### src/rtl/clce_pkg.sv
`default_nettype none

package clce_pkg;

    localparam int CAPACITY_DEF    = 64;
    localparam int VALUE_WIDTH_DEF = 32;

    // fixed widths of the channel fields
    localparam int STEP_W      = 16;
    localparam int VALUE_OUT_W = 32;
    localparam int POS_W       = 12;
    localparam int COUNT_OUT_W = 13;

    typedef enum logic [1:0] {
        MODE_INSERT = 2'd0,
        MODE_POP    = 2'd1,
        MODE_SHIFT  = 2'd2,
        MODE_SEEK   = 2'd3
    } t_mode;

    typedef enum logic [1:0] {
        ST_OK    = 2'd0,
        ST_EMPTY = 2'd1,
        ST_FULL  = 2'd2
    } t_status;

    typedef struct packed {
        logic busy;
        logic done;
    } t_rem_status;

endpackage

`default_nettype wire

### src/rtl/circular_list_cursor_engine.sv
`default_nettype none

// channel   direction  handshake                 payload
// in        to block   i_in_valid / o_in_ready   i_mode, i_insert_value, i_step_count
// out       from block o_out_valid / i_out_ready o_value_out, o_cursor_position,
//                                                o_node_count, o_ring_empty, o_status
//
// One word at a time. Insert scans the free map for the lowest free slot, one slot a
// cycle, then writes the node and links it in after the cursor (on an empty ring it
// links to itself); pop reads the cursor node and unlinks it; shift and seek wait on
// the bit-serial remainder unit for k, then follow k next links, one node a cycle on
// the next-link memory port (k < node count). Insert on a full ring and any other
// word on an empty ring skip the node work and go on to the result.
// After reset a clearing pass marks every slot free; no word
// is taken meanwhile. A waiting result is held in the output register while the
// next word is accepted; the block only stalls on a second result.
module circular_list_cursor_engine #(
    parameter int CAPACITY    = clce_pkg::CAPACITY_DEF,
    parameter int VALUE_WIDTH = clce_pkg::VALUE_WIDTH_DEF
) (
    input  wire                                       i_clk,
    input  wire                                       i_rst_n,
    input  wire                                       i_in_valid,
    output logic                                      o_in_ready,
    input  wire  [1:0]                                i_mode,
    input  wire  signed [clce_pkg::VALUE_OUT_W-1:0]   i_insert_value,
    input  wire  [clce_pkg::STEP_W-1:0]               i_step_count,
    output logic                                      o_out_valid,
    input  wire                                       i_out_ready,
    output logic signed [clce_pkg::VALUE_OUT_W-1:0]   o_value_out,
    output logic [clce_pkg::POS_W-1:0]                o_cursor_position,
    output logic [clce_pkg::COUNT_OUT_W-1:0]          o_node_count,
    output logic                                      o_ring_empty,
    output logic [1:0]                                o_status
);
    import clce_pkg::*;

    localparam int SW = $clog2(CAPACITY);
    localparam int CW = $clog2(CAPACITY + 1);
    localparam int IW = SW + 1;

    typedef enum logic [11:0] {
        S_CLEAR = 12'b0000_0000_0001,
        S_IDLE  = 12'b0000_0000_0010,
        S_SCAN  = 12'b0000_0000_0100,
        S_INS1  = 12'b0000_0000_1000,
        S_INS2  = 12'b0000_0001_0000,
        S_INS3  = 12'b0000_0010_0000,
        S_POPRD = 12'b0000_0100_0000,
        S_POP1  = 12'b0000_1000_0000,
        S_DIV   = 12'b0001_0000_0000,
        S_WALK  = 12'b0010_0000_0000,
        S_VRD   = 12'b0100_0000_0000,
        S_FIN   = 12'b1000_0000_0000
    } t_state;

    // node store
    logic [VALUE_WIDTH-1:0] r_value_mem [CAPACITY];
    logic [SW-1:0]          r_next_mem  [CAPACITY];
    logic [SW-1:0]          r_prev_mem  [CAPACITY];
    logic                   r_free_mem  [CAPACITY];

    logic [VALUE_WIDTH-1:0] r_val_q;
    logic [SW-1:0]          r_next_q;
    logic [SW-1:0]          r_prev_q;
    logic                   r_free_q;

    logic                   val_we, next_we, prev_we, free_we;
    logic [SW-1:0]          val_wa, next_wa, prev_wa, free_wa;
    logic [VALUE_WIDTH-1:0] val_wd;
    logic [SW-1:0]          next_wd, prev_wd;
    logic                   free_wd;
    logic [SW-1:0]          val_ra, next_ra, prev_ra, free_ra;

    // sequencer state
    t_state                 r_state, n_state;
    t_mode                  r_mode, n_mode;
    t_status                r_status, n_status;
    logic [VALUE_WIDTH-1:0] r_ival, n_ival;
    logic [SW-1:0]          r_head, n_head;
    logic [SW-1:0]          r_cur, n_cur;
    logic [SW-1:0]          r_idx, n_idx;
    logic [CW-1:0]          r_count, n_count;
    logic [SW-1:0]          r_slot, n_slot;
    logic [SW-1:0]          r_scan_addr, n_scan_addr;
    logic                   r_scan_pend, n_scan_pend;
    logic [SW-1:0]          r_clr_addr, n_clr_addr;
    logic [SW-1:0]          r_walk_cnt, n_walk_cnt;
    logic [SW-1:0]          r_walk_slot, n_walk_slot;
    logic                   r_walk_first, n_walk_first;
    logic [VALUE_WIDTH-1:0] r_res_val, n_res_val;
    logic                   r_use_q, n_use_q;

    logic                   r_out_valid, n_out_valid;
    logic [VALUE_OUT_W-1:0] r_out_value, n_out_value;
    logic [POS_W-1:0]       r_out_pos, n_out_pos;
    logic [COUNT_OUT_W-1:0] r_out_count, n_out_count;
    logic                   r_out_empty, n_out_empty;
    logic [1:0]             r_out_status, n_out_status;

    // remainder unit
    logic                   rem_start;
    t_rem_status            rem_stat;
    logic [CW-1:0]          rem;

    logic [SW-1:0]          walk_pos;
    logic [SW-1:0]          k;
    logic [IW-1:0]          idx_sum;
    logic [VALUE_WIDTH-1:0] fin_val;

    clce_rem_unit #(
        .DIVIDEND_W (STEP_W),
        .DIVISOR_W  (CW)
    ) u_rem (
        .i_clk      (i_clk),
        .i_rst_n    (i_rst_n),
        .i_start    (rem_start),
        .i_dividend (i_step_count),
        .i_divisor  (r_count),
        .o_stat     (rem_stat),
        .o_rem      (rem)
    );

    always_ff @(posedge i_clk) begin
        if (val_we) begin
            r_value_mem[val_wa] <= val_wd;
        end
        r_val_q <= r_value_mem[val_ra];
    end

    always_ff @(posedge i_clk) begin
        if (next_we) begin
            r_next_mem[next_wa] <= next_wd;
        end
        r_next_q <= r_next_mem[next_ra];
    end

    always_ff @(posedge i_clk) begin
        if (prev_we) begin
            r_prev_mem[prev_wa] <= prev_wd;
        end
        r_prev_q <= r_prev_mem[prev_ra];
    end

    always_ff @(posedge i_clk) begin
        if (free_we) begin
            r_free_mem[free_wa] <= free_wd;
        end
        r_free_q <= r_free_mem[free_ra];
    end

    assign k        = SW'(rem);
    assign walk_pos = r_walk_first ? r_walk_slot : r_next_q;
    assign idx_sum  = IW'(r_idx) + IW'(k);
    assign fin_val  = r_use_q ? r_val_q : r_res_val;

    always_comb begin
        n_state      = r_state;
        n_mode       = r_mode;
        n_status     = r_status;
        n_ival       = r_ival;
        n_head       = r_head;
        n_cur        = r_cur;
        n_idx        = r_idx;
        n_count      = r_count;
        n_slot       = r_slot;
        n_scan_addr  = r_scan_addr;
        n_scan_pend  = r_scan_pend;
        n_clr_addr   = r_clr_addr;
        n_walk_cnt   = r_walk_cnt;
        n_walk_slot  = r_walk_slot;
        n_walk_first = r_walk_first;
        n_res_val    = r_res_val;
        n_use_q      = r_use_q;
        n_out_valid  = r_out_valid;
        n_out_value  = r_out_value;
        n_out_pos    = r_out_pos;
        n_out_count  = r_out_count;
        n_out_empty  = r_out_empty;
        n_out_status = r_out_status;

        val_we  = 1'b0;
        val_wa  = r_slot;
        val_wd  = r_ival;
        next_we = 1'b0;
        next_wa = r_slot;
        next_wd = r_next_q;
        prev_we = 1'b0;
        prev_wa = r_slot;
        prev_wd = r_cur;
        free_we = 1'b0;
        free_wa = r_slot;
        free_wd = 1'b0;
        val_ra  = r_cur;
        next_ra = r_cur;
        prev_ra = r_cur;
        free_ra = r_scan_addr;

        rem_start  = 1'b0;
        o_in_ready = (r_state == S_IDLE);

        if (r_out_valid && i_out_ready) begin
            n_out_valid = 1'b0;
        end

        unique case (r_state)
            S_CLEAR: begin
                free_we    = 1'b1;
                free_wa    = r_clr_addr;
                free_wd    = 1'b1;
                n_clr_addr = r_clr_addr + SW'(1);
                if (r_clr_addr == SW'(CAPACITY - 1)) begin
                    n_state = S_IDLE;
                end
            end

            S_IDLE: begin
                if (i_in_valid) begin
                    n_mode      = t_mode'(i_mode);
                    n_ival      = VALUE_WIDTH'($unsigned(i_insert_value));
                    n_status    = ST_OK;
                    n_use_q     = 1'b0;
                    n_res_val   = '0;
                    n_scan_addr = '0;
                    n_scan_pend = 1'b0;
                    if (t_mode'(i_mode) == MODE_INSERT) begin
                        if (r_count >= CW'(CAPACITY)) begin
                            n_status = ST_FULL;
                            n_state  = S_VRD;
                        end else begin
                            n_state = S_SCAN;
                        end
                    end else if (r_count == '0) begin
                        n_status = ST_EMPTY;
                        n_state  = S_FIN;
                    end else if (t_mode'(i_mode) == MODE_POP) begin
                        n_state = S_POPRD;
                    end else begin
                        rem_start = 1'b1;
                        n_state   = S_DIV;
                    end
                end
            end

            S_SCAN: begin
                // reads run one slot ahead of the check
                if (r_scan_pend && r_free_q) begin
                    n_state = S_INS1;
                end else begin
                    n_slot      = r_scan_addr;
                    n_scan_pend = 1'b1;
                    n_scan_addr = (r_scan_addr == SW'(CAPACITY - 1)) ? '0
                                                                    : r_scan_addr + SW'(1);
                end
            end

            S_INS1: begin
                val_we    = 1'b1;
                free_we   = 1'b1;
                n_res_val = r_ival;
                if (r_count == '0) begin
                    next_we = 1'b1;
                    next_wd = r_slot;
                    prev_we = 1'b1;
                    prev_wd = r_slot;
                    n_head  = r_slot;
                    n_cur   = r_slot;
                    n_idx   = '0;
                    n_count = CW'(1);
                    n_state = S_FIN;
                end else begin
                    prev_we = 1'b1;
                    n_state = S_INS2;
                end
            end

            S_INS2: begin
                // r_next_q holds the old successor of the cursor
                next_we = 1'b1;
                prev_we = 1'b1;
                prev_wa = r_next_q;
                prev_wd = r_slot;
                n_state = S_INS3;
            end

            S_INS3: begin
                next_we = 1'b1;
                next_wa = r_cur;
                next_wd = r_slot;
                n_cur   = r_slot;
                n_idx   = r_idx + SW'(1);
                n_count = r_count + CW'(1);
                n_state = S_FIN;
            end

            S_POPRD: begin
                n_state = S_POP1;
            end

            S_POP1: begin
                free_we   = 1'b1;
                free_wa   = r_cur;
                free_wd   = 1'b1;
                n_res_val = r_val_q;
                n_count   = r_count - CW'(1);
                if (r_count == CW'(1)) begin
                    n_head = '0;
                    n_cur  = '0;
                    n_idx  = '0;
                end else begin
                    // unlink: join predecessor and successor
                    next_we = 1'b1;
                    next_wa = r_prev_q;
                    next_wd = r_next_q;
                    prev_we = 1'b1;
                    prev_wa = r_next_q;
                    prev_wd = r_prev_q;
                    n_cur   = r_next_q;
                    if (r_cur == r_head) begin
                        n_head = r_next_q;
                        n_idx  = '0;
                    end else if (IW'(r_idx) + IW'(1) == IW'(r_count)) begin
                        n_idx = '0;
                    end
                end
                n_state = S_FIN;
            end

            S_DIV: begin
                if (rem_stat.done) begin
                    n_walk_cnt   = k;
                    n_walk_first = 1'b1;
                    if (r_mode == MODE_SEEK) begin
                        n_walk_slot = r_head;
                        n_idx       = k;
                    end else begin
                        n_walk_slot = r_cur;
                        n_idx       = (idx_sum >= IW'(r_count)) ? SW'(idx_sum - IW'(r_count))
                                                               : SW'(idx_sum);
                    end
                    n_state = S_WALK;
                end
            end

            S_WALK: begin
                // follow one next link a cycle
                next_ra = walk_pos;
                if (r_walk_cnt == '0) begin
                    n_cur   = walk_pos;
                    n_state = S_VRD;
                end else begin
                    n_walk_cnt   = r_walk_cnt - SW'(1);
                    n_walk_first = 1'b0;
                end
            end

            S_VRD: begin
                n_use_q = 1'b1;
                n_state = S_FIN;
            end

            S_FIN: begin
                // hold until the output register is free
                if (!r_out_valid || i_out_ready) begin
                    n_out_valid  = 1'b1;
                    n_out_value  = VALUE_OUT_W'(fin_val);
                    n_out_pos    = (r_count == '0) ? '0 : POS_W'(r_idx);
                    n_out_count  = COUNT_OUT_W'(r_count);
                    n_out_empty  = (r_count == '0);
                    n_out_status = r_status;
                    if (r_mode != MODE_POP && r_count == '0) begin
                        n_out_value = '0;
                    end
                    n_state = S_IDLE;
                end
            end

            default: begin
                n_state = S_IDLE;
            end
        endcase
    end

    always_ff @(posedge i_clk) begin
        if (!i_rst_n) begin
            r_state     <= S_CLEAR;
            r_head      <= '0;
            r_cur       <= '0;
            r_idx       <= '0;
            r_count     <= '0;
            r_clr_addr  <= '0;
            r_scan_pend <= 1'b0;
            r_out_valid <= 1'b0;
        end else begin
            r_state     <= n_state;
            r_head      <= n_head;
            r_cur       <= n_cur;
            r_idx       <= n_idx;
            r_count     <= n_count;
            r_clr_addr  <= n_clr_addr;
            r_scan_pend <= n_scan_pend;
            r_out_valid <= n_out_valid;
        end
    end

    always_ff @(posedge i_clk) begin
        r_mode       <= n_mode;
        r_status     <= n_status;
        r_ival       <= n_ival;
        r_slot       <= n_slot;
        r_scan_addr  <= n_scan_addr;
        r_walk_cnt   <= n_walk_cnt;
        r_walk_slot  <= n_walk_slot;
        r_walk_first <= n_walk_first;
        r_res_val    <= n_res_val;
        r_use_q      <= n_use_q;
        r_out_value  <= n_out_value;
        r_out_pos    <= n_out_pos;
        r_out_count  <= n_out_count;
        r_out_empty  <= n_out_empty;
        r_out_status <= n_out_status;
    end

    assign o_out_valid       = r_out_valid;
    assign o_value_out       = $signed(r_out_value);
    assign o_cursor_position = r_out_pos;
    assign o_node_count      = r_out_count;
    assign o_ring_empty      = r_out_empty;
    assign o_status          = r_out_status;

endmodule

`default_nettype wire

### src/rtl/clce_rem_unit.sv
`default_nettype none

module clce_rem_unit #(
    parameter int DIVIDEND_W = 16,
    parameter int DIVISOR_W  = 7
) (
    input  wire                        i_clk,
    input  wire                        i_rst_n,
    input  wire                        i_start,
    input  wire  [DIVIDEND_W-1:0]      i_dividend,
    input  wire  [DIVISOR_W-1:0]       i_divisor,
    output clce_pkg::t_rem_status      o_stat,
    output logic [DIVISOR_W-1:0]       o_rem
);
    import clce_pkg::*;

    localparam int CNT_W = $clog2(DIVIDEND_W + 1);

    logic [DIVISOR_W-1:0]  r_rem;
    logic [DIVIDEND_W-1:0] r_dvd;
    logic [DIVISOR_W-1:0]  r_dsr;
    logic [CNT_W-1:0]      r_cnt;
    logic                  r_busy;
    logic                  r_done;

    logic [DIVISOR_W:0]    trial;
    logic [DIVISOR_W-1:0]  n_rem;

    // one restoring step: bring down the next dividend bit, subtract if it fits
    always_comb begin
        trial = {r_rem, r_dvd[DIVIDEND_W-1]};
        if (trial >= {1'b0, r_dsr}) begin
            n_rem = DIVISOR_W'(trial - {1'b0, r_dsr});
        end else begin
            n_rem = trial[DIVISOR_W-1:0];
        end
    end

    always_ff @(posedge i_clk) begin
        if (!i_rst_n) begin
            r_busy <= 1'b0;
            r_done <= 1'b0;
            r_cnt  <= '0;
        end else begin
            r_done <= 1'b0;
            if (i_start) begin
                r_busy <= 1'b1;
                r_cnt  <= CNT_W'(DIVIDEND_W);
            end else if (r_busy) begin
                r_cnt <= r_cnt - CNT_W'(1);
                if (r_cnt == CNT_W'(1)) begin
                    r_busy <= 1'b0;
                    r_done <= 1'b1;
                end
            end
        end
    end

    always_ff @(posedge i_clk) begin
        if (i_start) begin
            r_rem <= '0;
            r_dvd <= i_dividend;
            r_dsr <= i_divisor;
        end else if (r_busy) begin
            r_rem <= n_rem;
            r_dvd <= {r_dvd[DIVIDEND_W-2:0], 1'b0};
        end
    end

    assign o_stat.busy = r_busy;
    assign o_stat.done = r_done;
    assign o_rem       = r_rem;

endmodule

`default_nettype wire
### config.mk
export PLATFORM = sky130hd
export DESIGN_NAME = circular_list_cursor_engine
export DESIGN_NICKNAME = d
export VERILOG_FILES = /design/src/rtl/clce_pkg.sv /design/src/rtl/circular_list_cursor_engine.sv /design/src/rtl/clce_rem_unit.sv
export SDC_FILE = /design/constraint.sdc
export NUM_CORES = 2
export LEC_CHECK = 0
export BUFFER_PORTS_ARGS = -buffer_cell sky130_fd_sc_hd__buf_4
export CORE_MARGIN = 8
export CORE_UTILIZATION = 55
export CTS_CLUSTER_DIAMETER = 120
export DETAILED_ROUTE_END_ITERATION = 10
export MAX_ROUTING_LAYER = met4
export PLACE_DENSITY = 0.76
export SLEW_MARGIN = 30
export SYNTH_ARGS = -nofsm -noshare
export SYNTH_HDL_FRONTEND = slang
export SYNTH_SLANG_ARGS = --single-unit
### constraint.sdc
create_clock -name i_clk -period 4.35 [get_ports i_clk]
set_clock_uncertainty 0.1 [all_clocks]
set_input_delay 0.87 -clock i_clk [delete_from_list [all_inputs] [get_ports i_clk]]
set_output_delay 0.87 -clock i_clk [all_outputs]
set_load 0.02 [all_outputs]
; ---- Word-level counts from Yosys, hierarchy flattened
; Memory sizes are Yosys's and may differ from the RTL's. A register that Yosys moved wholly into a read port is not among the register bits.
; Cells that the tools add are included.
[classes]
add_sub_neg = 11
multipliers = 0
div = 0
n_lt_le_gt_ge = 3
eq_ne = 32
shifts = 0
muxes = 94
bitwise_logic = 3
reduce_logical = 37
[ops]
columns = operator, n
row1 = 2-to-1 mux 6 bit, 25
row2 = one-hot mux 12 bit (10 select lines), 1
row3 = 2-to-1 mux 12 bit, 9
row4 = one-hot mux 32 bit (3 select lines), 1
row5 = one-hot mux 6 bit (2 select lines), 7
row6 = 2-to-1 mux 32 bit, 2
row7 = one-hot mux 6 bit (4 select lines), 2
row8 = 2-to-1 mux 16 bit, 2
row9 = 2-to-1 mux 1 bit, 30
row10 = one-hot mux 7 bit (3 select lines), 1
row11 = "adder 6 x 1 -> 6 bit, second input constant", 3
row12 = one-hot mux 6 bit (3 select lines), 1
row13 = "!= test 2 bit, second input constant", 8
row14 = AND reduction 2 bit, 8
row15 = 2-to-1 mux 7 bit, 2
row16 = "== test 12 x 1 -> 1 bit, second input constant", 1
row17 = "== test 12 x 10 -> 1 bit, second input constant", 1
row18 = "== test 12 x 11 -> 1 bit, second input constant", 1
row19 = "== test 12 bit, second input constant", 1
row20 = "== test 12 x 2 -> 1 bit, second input constant", 1
row21 = "== test 12 x 3 -> 1 bit, second input constant", 1
row22 = "== test 12 x 4 -> 1 bit, second input constant", 1
row23 = "== test 12 x 5 -> 1 bit, second input constant", 1
row24 = "== test 12 x 6 -> 1 bit, second input constant", 1
row25 = other kinds (45), 69
[totals]
ff_bits = 230
latchBits = 0
mem_bits_rw = 2880
rom_bits = 0
out_inout_bits = 62
wordCells = 215
mem_count = 4
[memory_table]
columns = name, depth, width, rd, rd_ports_with_merged_regs, write_ports, line
row1 = r_value_mem, 64, 32, 1, 1, 1, circular_list_cursor_engine.sv:58  ; logic [VALUE_WIDTH-1:0] r_value_mem [CAPACITY];
row2 = r_next_mem, 64, 6, 1, 1, 1, circular_list_cursor_engine.sv:59  ; logic [SW-1:0] r_next_mem [CAPACITY];
row3 = r_prev_mem, 64, 6, 1, 1, 1, circular_list_cursor_engine.sv:60  ; logic [SW-1:0] r_prev_mem [CAPACITY];
row4 = r_free_mem, 64, 1, 1, 1, 1, circular_list_cursor_engine.sv:61  ; logic r_free_mem [CAPACITY];

; ---- Longest topological paths before layout
[logic_depth]
ltp_word = 7
depth_mapped = 16

; ---- Cells and area by module
; A second synthesis with hierarchy kept.
[hier_totals]
cells_unflattened = 5863
area_unflattened_um2 = 122986.7
[by_module_without_submodules]
columns = module, instances, cells_per_inst, area_per_inst_um2, seq_area_each_um2
row1 = circular_list_cursor_engine, 1, 5693, 121059.9, 92548.8
row2 = clce_rem_unit, 1, 170, 1926.8, 970.9

; ---- Worst setup path before layout
; OpenSTA, ideal clock, no wires.
[synth_path]
path_type = reg2reg
from = register r_count[3]
to = memory r_next_mem[0][0] (netlist name), data pin
setup_time_ns = 0.703
t_arrival_ns = 3.773
required_time_ns = 3.547
setup_slack_ns = -0.226
path_stages_with_launch = 7
path_buffers = 1
synth_period_minus_slack_ns = 4.576
path_cell_list = dfxtp_1 -> clkbuf_1 -> or4_1 -> nor2_1 -> nand2_1 -> o21ai_1 -> o21ai_0
[synth_between]
elab_chain_len = 3
[synth_lines]
columns = element, line
row1 = "start, declared", circular_list_cursor_engine.sv:83  ; logic [CW-1:0] r_count, n_count;
row2 = "start signal, assigned", circular_list_cursor_engine.sv:399  ; r_count <= n_count;
row3 = logical NOT 7 bit, circular_list_cursor_engine.sv:261  ; if (r_count == '0) begin
row4 = 2-to-1 mux 6 bit, circular_list_cursor_engine.sv:261
row5 = one-hot mux 6 bit (2 select lines), circular_list_cursor_engine.sv:206  ; unique case (r_state)
row6 = via next_wd[0], circular_list_cursor_engine.sv:71  ; logic [SW-1:0] next_wd, prev_wd;
row7 = "end, declared", circular_list_cursor_engine.sv:59
; The timed path passes the listed nets, and every way through them passes these cells.

; ---- Final worst setup path
[layout_path]
from = register r_state[11]
to = memory r_next_mem[43][0] (netlist name) (enable)
[layout_between]
elab_chain_len = 5
word_cells_on_any_way = 9
[layout_lines]
columns = element, line
row1 = "start, declared", circular_list_cursor_engine.sv:76  ; t_state r_state, n_state;
row2 = "start signal, assigned", circular_list_cursor_engine.sv:395  ; r_state <= n_state;
row3 = == test 12 x 6 -> 1 bit or == test 12 x 5 -> 1 bit (tied branches), circular_list_cursor_engine.sv:206
row4 = OR reduction 2 bit (no source line), --
row5 = one-hot mux 1 bit (3 select lines), circular_list_cursor_engine.sv:206
row6 = 2-to-1 mux 1 bit, circular_list_cursor_engine.sv:132  ; if (next_we) begin
row7 = 2-to-1 mux 1 bit (implied by the code), circular_list_cursor_engine.sv:133  ; r_next_mem[next_wa] <= next_wd;
; Several ways; a longest one is shown, not always the timed one.

==> out/metrics.csv <==
stage;metric;value;unit
placement;placed_cell_area;0.130;mm2
route;totalWireLength;331000;um
power_and_ir_drop;power_density;429;mW/mm2
floorplan;die_h;489;um
route;dr_total_vias;65300;
synthesis;synth.avg_cell_area;20.5;um2
synthesis;synth_top_area_share;0.743;
placement;io_buffers;103;
synthesis;synth_edf_count;3045;
sta;fmax;0.234;GHz
power_and_ir_drop;leakage;44.0;nW
setup_path;required;4800;ps
synthesis;yosysMostFrequentCell;edfxtp_1;
clock_network;clock-sinks;3149;
floorplan;rows;173;
setup_path;cp-end-kind;flop;
clock_network;cts_root_buffer;clkbuf_16;
sta;timing.hold.ws;110;ps
floorplan;die_x;489;um
synthesis;yosysSeqAreaShare;0.760;
finish;design_area;0.141;mm2
clock_network;cts_tree;done;
global_routing;gr-usage-all-layers;0.281;
route;route.detailed.drc;0;
sta;relSlewSlack;0.289;
sta;min_period;4270;ps
floorplan;dieArea;0.239;mm2
clock_network;clock_latency;960;ps
finish;nFillCells;14200;
sta;tightest_slew;1070;ps
synthesis;synthFlopType;edfxtp_1;
finish;area_delta_synth_final;14.5;%
clock_network;htree_levels;5;
sta;slew_violations;0;
global_routing;antenna_found_initial;4;
global_routing;grt_pass1_wl;469000;um
synthesis;yosysWarnings;0;
route;ant_nets;0;
clock_network;cts-buffers-inserted;317;
synthesis;yosys.area.top_type;edfxtp_1;
worst_hold_path;hp-class;in -> reg;
route;dr.pass1.iters;7;
setup_path;reg2reg_setup_slack;80;ps
placement;gp_congestion;0.937;
power_and_ir_drop;ir_worst_vdd;0.000463;V
setup_path;start_kind;flop;
route;viasPerCell;6.76;
synthesis;synth_common_cells;3045 x edfxtp_1, 818 x mux4_2, 387 x nor2_1;
setup_path;arrival;4720;ps
setup_path;crit_type;reg -> reg;
sta;finalHoldViolCount;0;
global_routing;grt_pass1_vias;65200;
sta;fin_ws;77.7;ps
clock_network;clk_pin_slew_worst_paths;60;ps
placement;hpwl;177000;um
synthesis;synth_cells;5995;
finish;layoutNonFillerInstCount;9667;
sta;period_share;0.982;
placement;dp_slack;191;ps
job;maxCapViolations;0;
setup_path;crit_fanout;7;
route;drt-initial-drc-count;9462;
global_routing;grt_max_degree;103;
synthesis;ys_async_sr_fraction;0;
run_status;status;finished, final reports clean;
synthesis;syn_area;0.123;mm2
finish;drive_gt1_frac;0.277;
clock_network;cts.path.max_buffers;4;
synthesis;synth_seq_cells;3149;
finish;nets;6549;
floorplan;initial_utilization;0.554;
synthesis;synth_area_leaders;edfxtp_1 74%, mux4_2 15%, dfxtp_1 1.7%, nor2_1 1.2%, nand2_1 1.2%;
floorplan;core;0.222;mm2
global_routing;overflow;0;
route;wl_per_cell;34.2;um
sta;rsz0062_at_grt;yes;
floorplan;boundaryPins;116;
sta;setup-violations-final;0;
synthesis;yosys.cell_types.count;84;
placement;place_inst;9083;
## registers in the layout (all words and copies together), names as in the netlist, 7 cells and up
register,cells
r_next_mem,384
o_node_count,7
r_value_mem,2048
u_rem.r_dvd,16
r_state,12
u_rem.r_dsr,7
r_val_q,32
r_res_val,32
r_ival,32
r_prev_mem,384
r_free_mem,64
o_value_out,32
u_rem.o_rem,7
r_count,7
## worst max-delay path: stages, from the launching register on
cell       delay (ps)
dfxtp_1           340
or4_1             560
buf_4             190
nand4bb_1         310
or3b_1            510
mux2i_2           390
a222oi_1          150
buf_4             200
nor2_1            220
nand2_1           370
nor2_1            550
## metrics by stage
step	power (mW)	setup TNS (ps)	util
floorplan	33.8	0	-
global placement	33.9	0	0.586
detailed placement	33.9	0	0.587
CTS	60.7	0	0.634
global route	61.8	-190	0.634
finish	60.5	0	0.634
## power breakdown
part	internal, mW	leakage (nW)	switching [mW]
Clock	15.9	5.00	11.2
Combinational	0.148	10.7	0.280
Sequential	32.8	28.3	0.0304
## placed cells by master, fill, tap and decap left out, types with 44 or more instances in the layout
master	count
a21oi_1	71
buf_12	84
buf_4	343
clkbuf_1	48
clkbuf_16	321
clkinv_1	44
clkinv_2	56
dfxtp_1	98
edfxtp_1	3045
mux2i_1	122
mux4_2	818
nand2_1	381
nand3_1	122
nor2_1	322
nor2_4	64
o21ai_0	65
## final timing paths
| check | to | startpoint | depth (start not counted) |
|---|---|---|---|
| hold reg to reg | o_status[1] | r_status[1] | 0 |
| setup reg to reg | r_next_mem[43][0] | r_state[11] | 10 |
| hold / removal | r_mode[0] | i_mode[0] | 1 |
| setup / recovery | r_next_mem[43][0] | r_state[11] | 10 |
## routing by layer
metal	GRT usage	vias to the layer above	part of all wire
met5	-	-	0
met4	0.115	0	0.050
met3	0.0604	985	0.11
met2	0.438	5093	0.48
met1	0.365	33700	0.36
li1	-	25500	-
## final cells by class
type / count / area, um2 / area share
Clock inverter: 160 / 1730 / 0.0123
Clock buffer: 387 / 8460 / 0.0600
Multi-Input combinational cell: 2486 / 28700 / 0.204
Timing Repair Buffer: 465 / 4670 / 0.0332
Antenna cell: 3 / 7.51 / 0.0000532
Tap cell: 2975 / 3720 / 0.0264
Sequential cell: 3149 / 93500 / 0.663
Inverter: 42 / 158 / 0.00112
## timing repair
action | 4_1_cts | 5_1_grt
hold endpoints to repair | 30 | 0
endpoints found under the setup margin | 0 | 13
hold buffers | 30 | 0
resized for setup | 0 | 1
buffers inserted | 0 | 0
## cell families after synthesis
group	share of synthesized area
mux	0.163
fa+ha+maj	0.00364
flops	0.760
other cells	0.0000305
buf+inv	0.0122
xor+xnor	0.00278
compound gates	0.0206
simple gates	0.0375
Note: power is estimated with default switching activity, not from simulation.
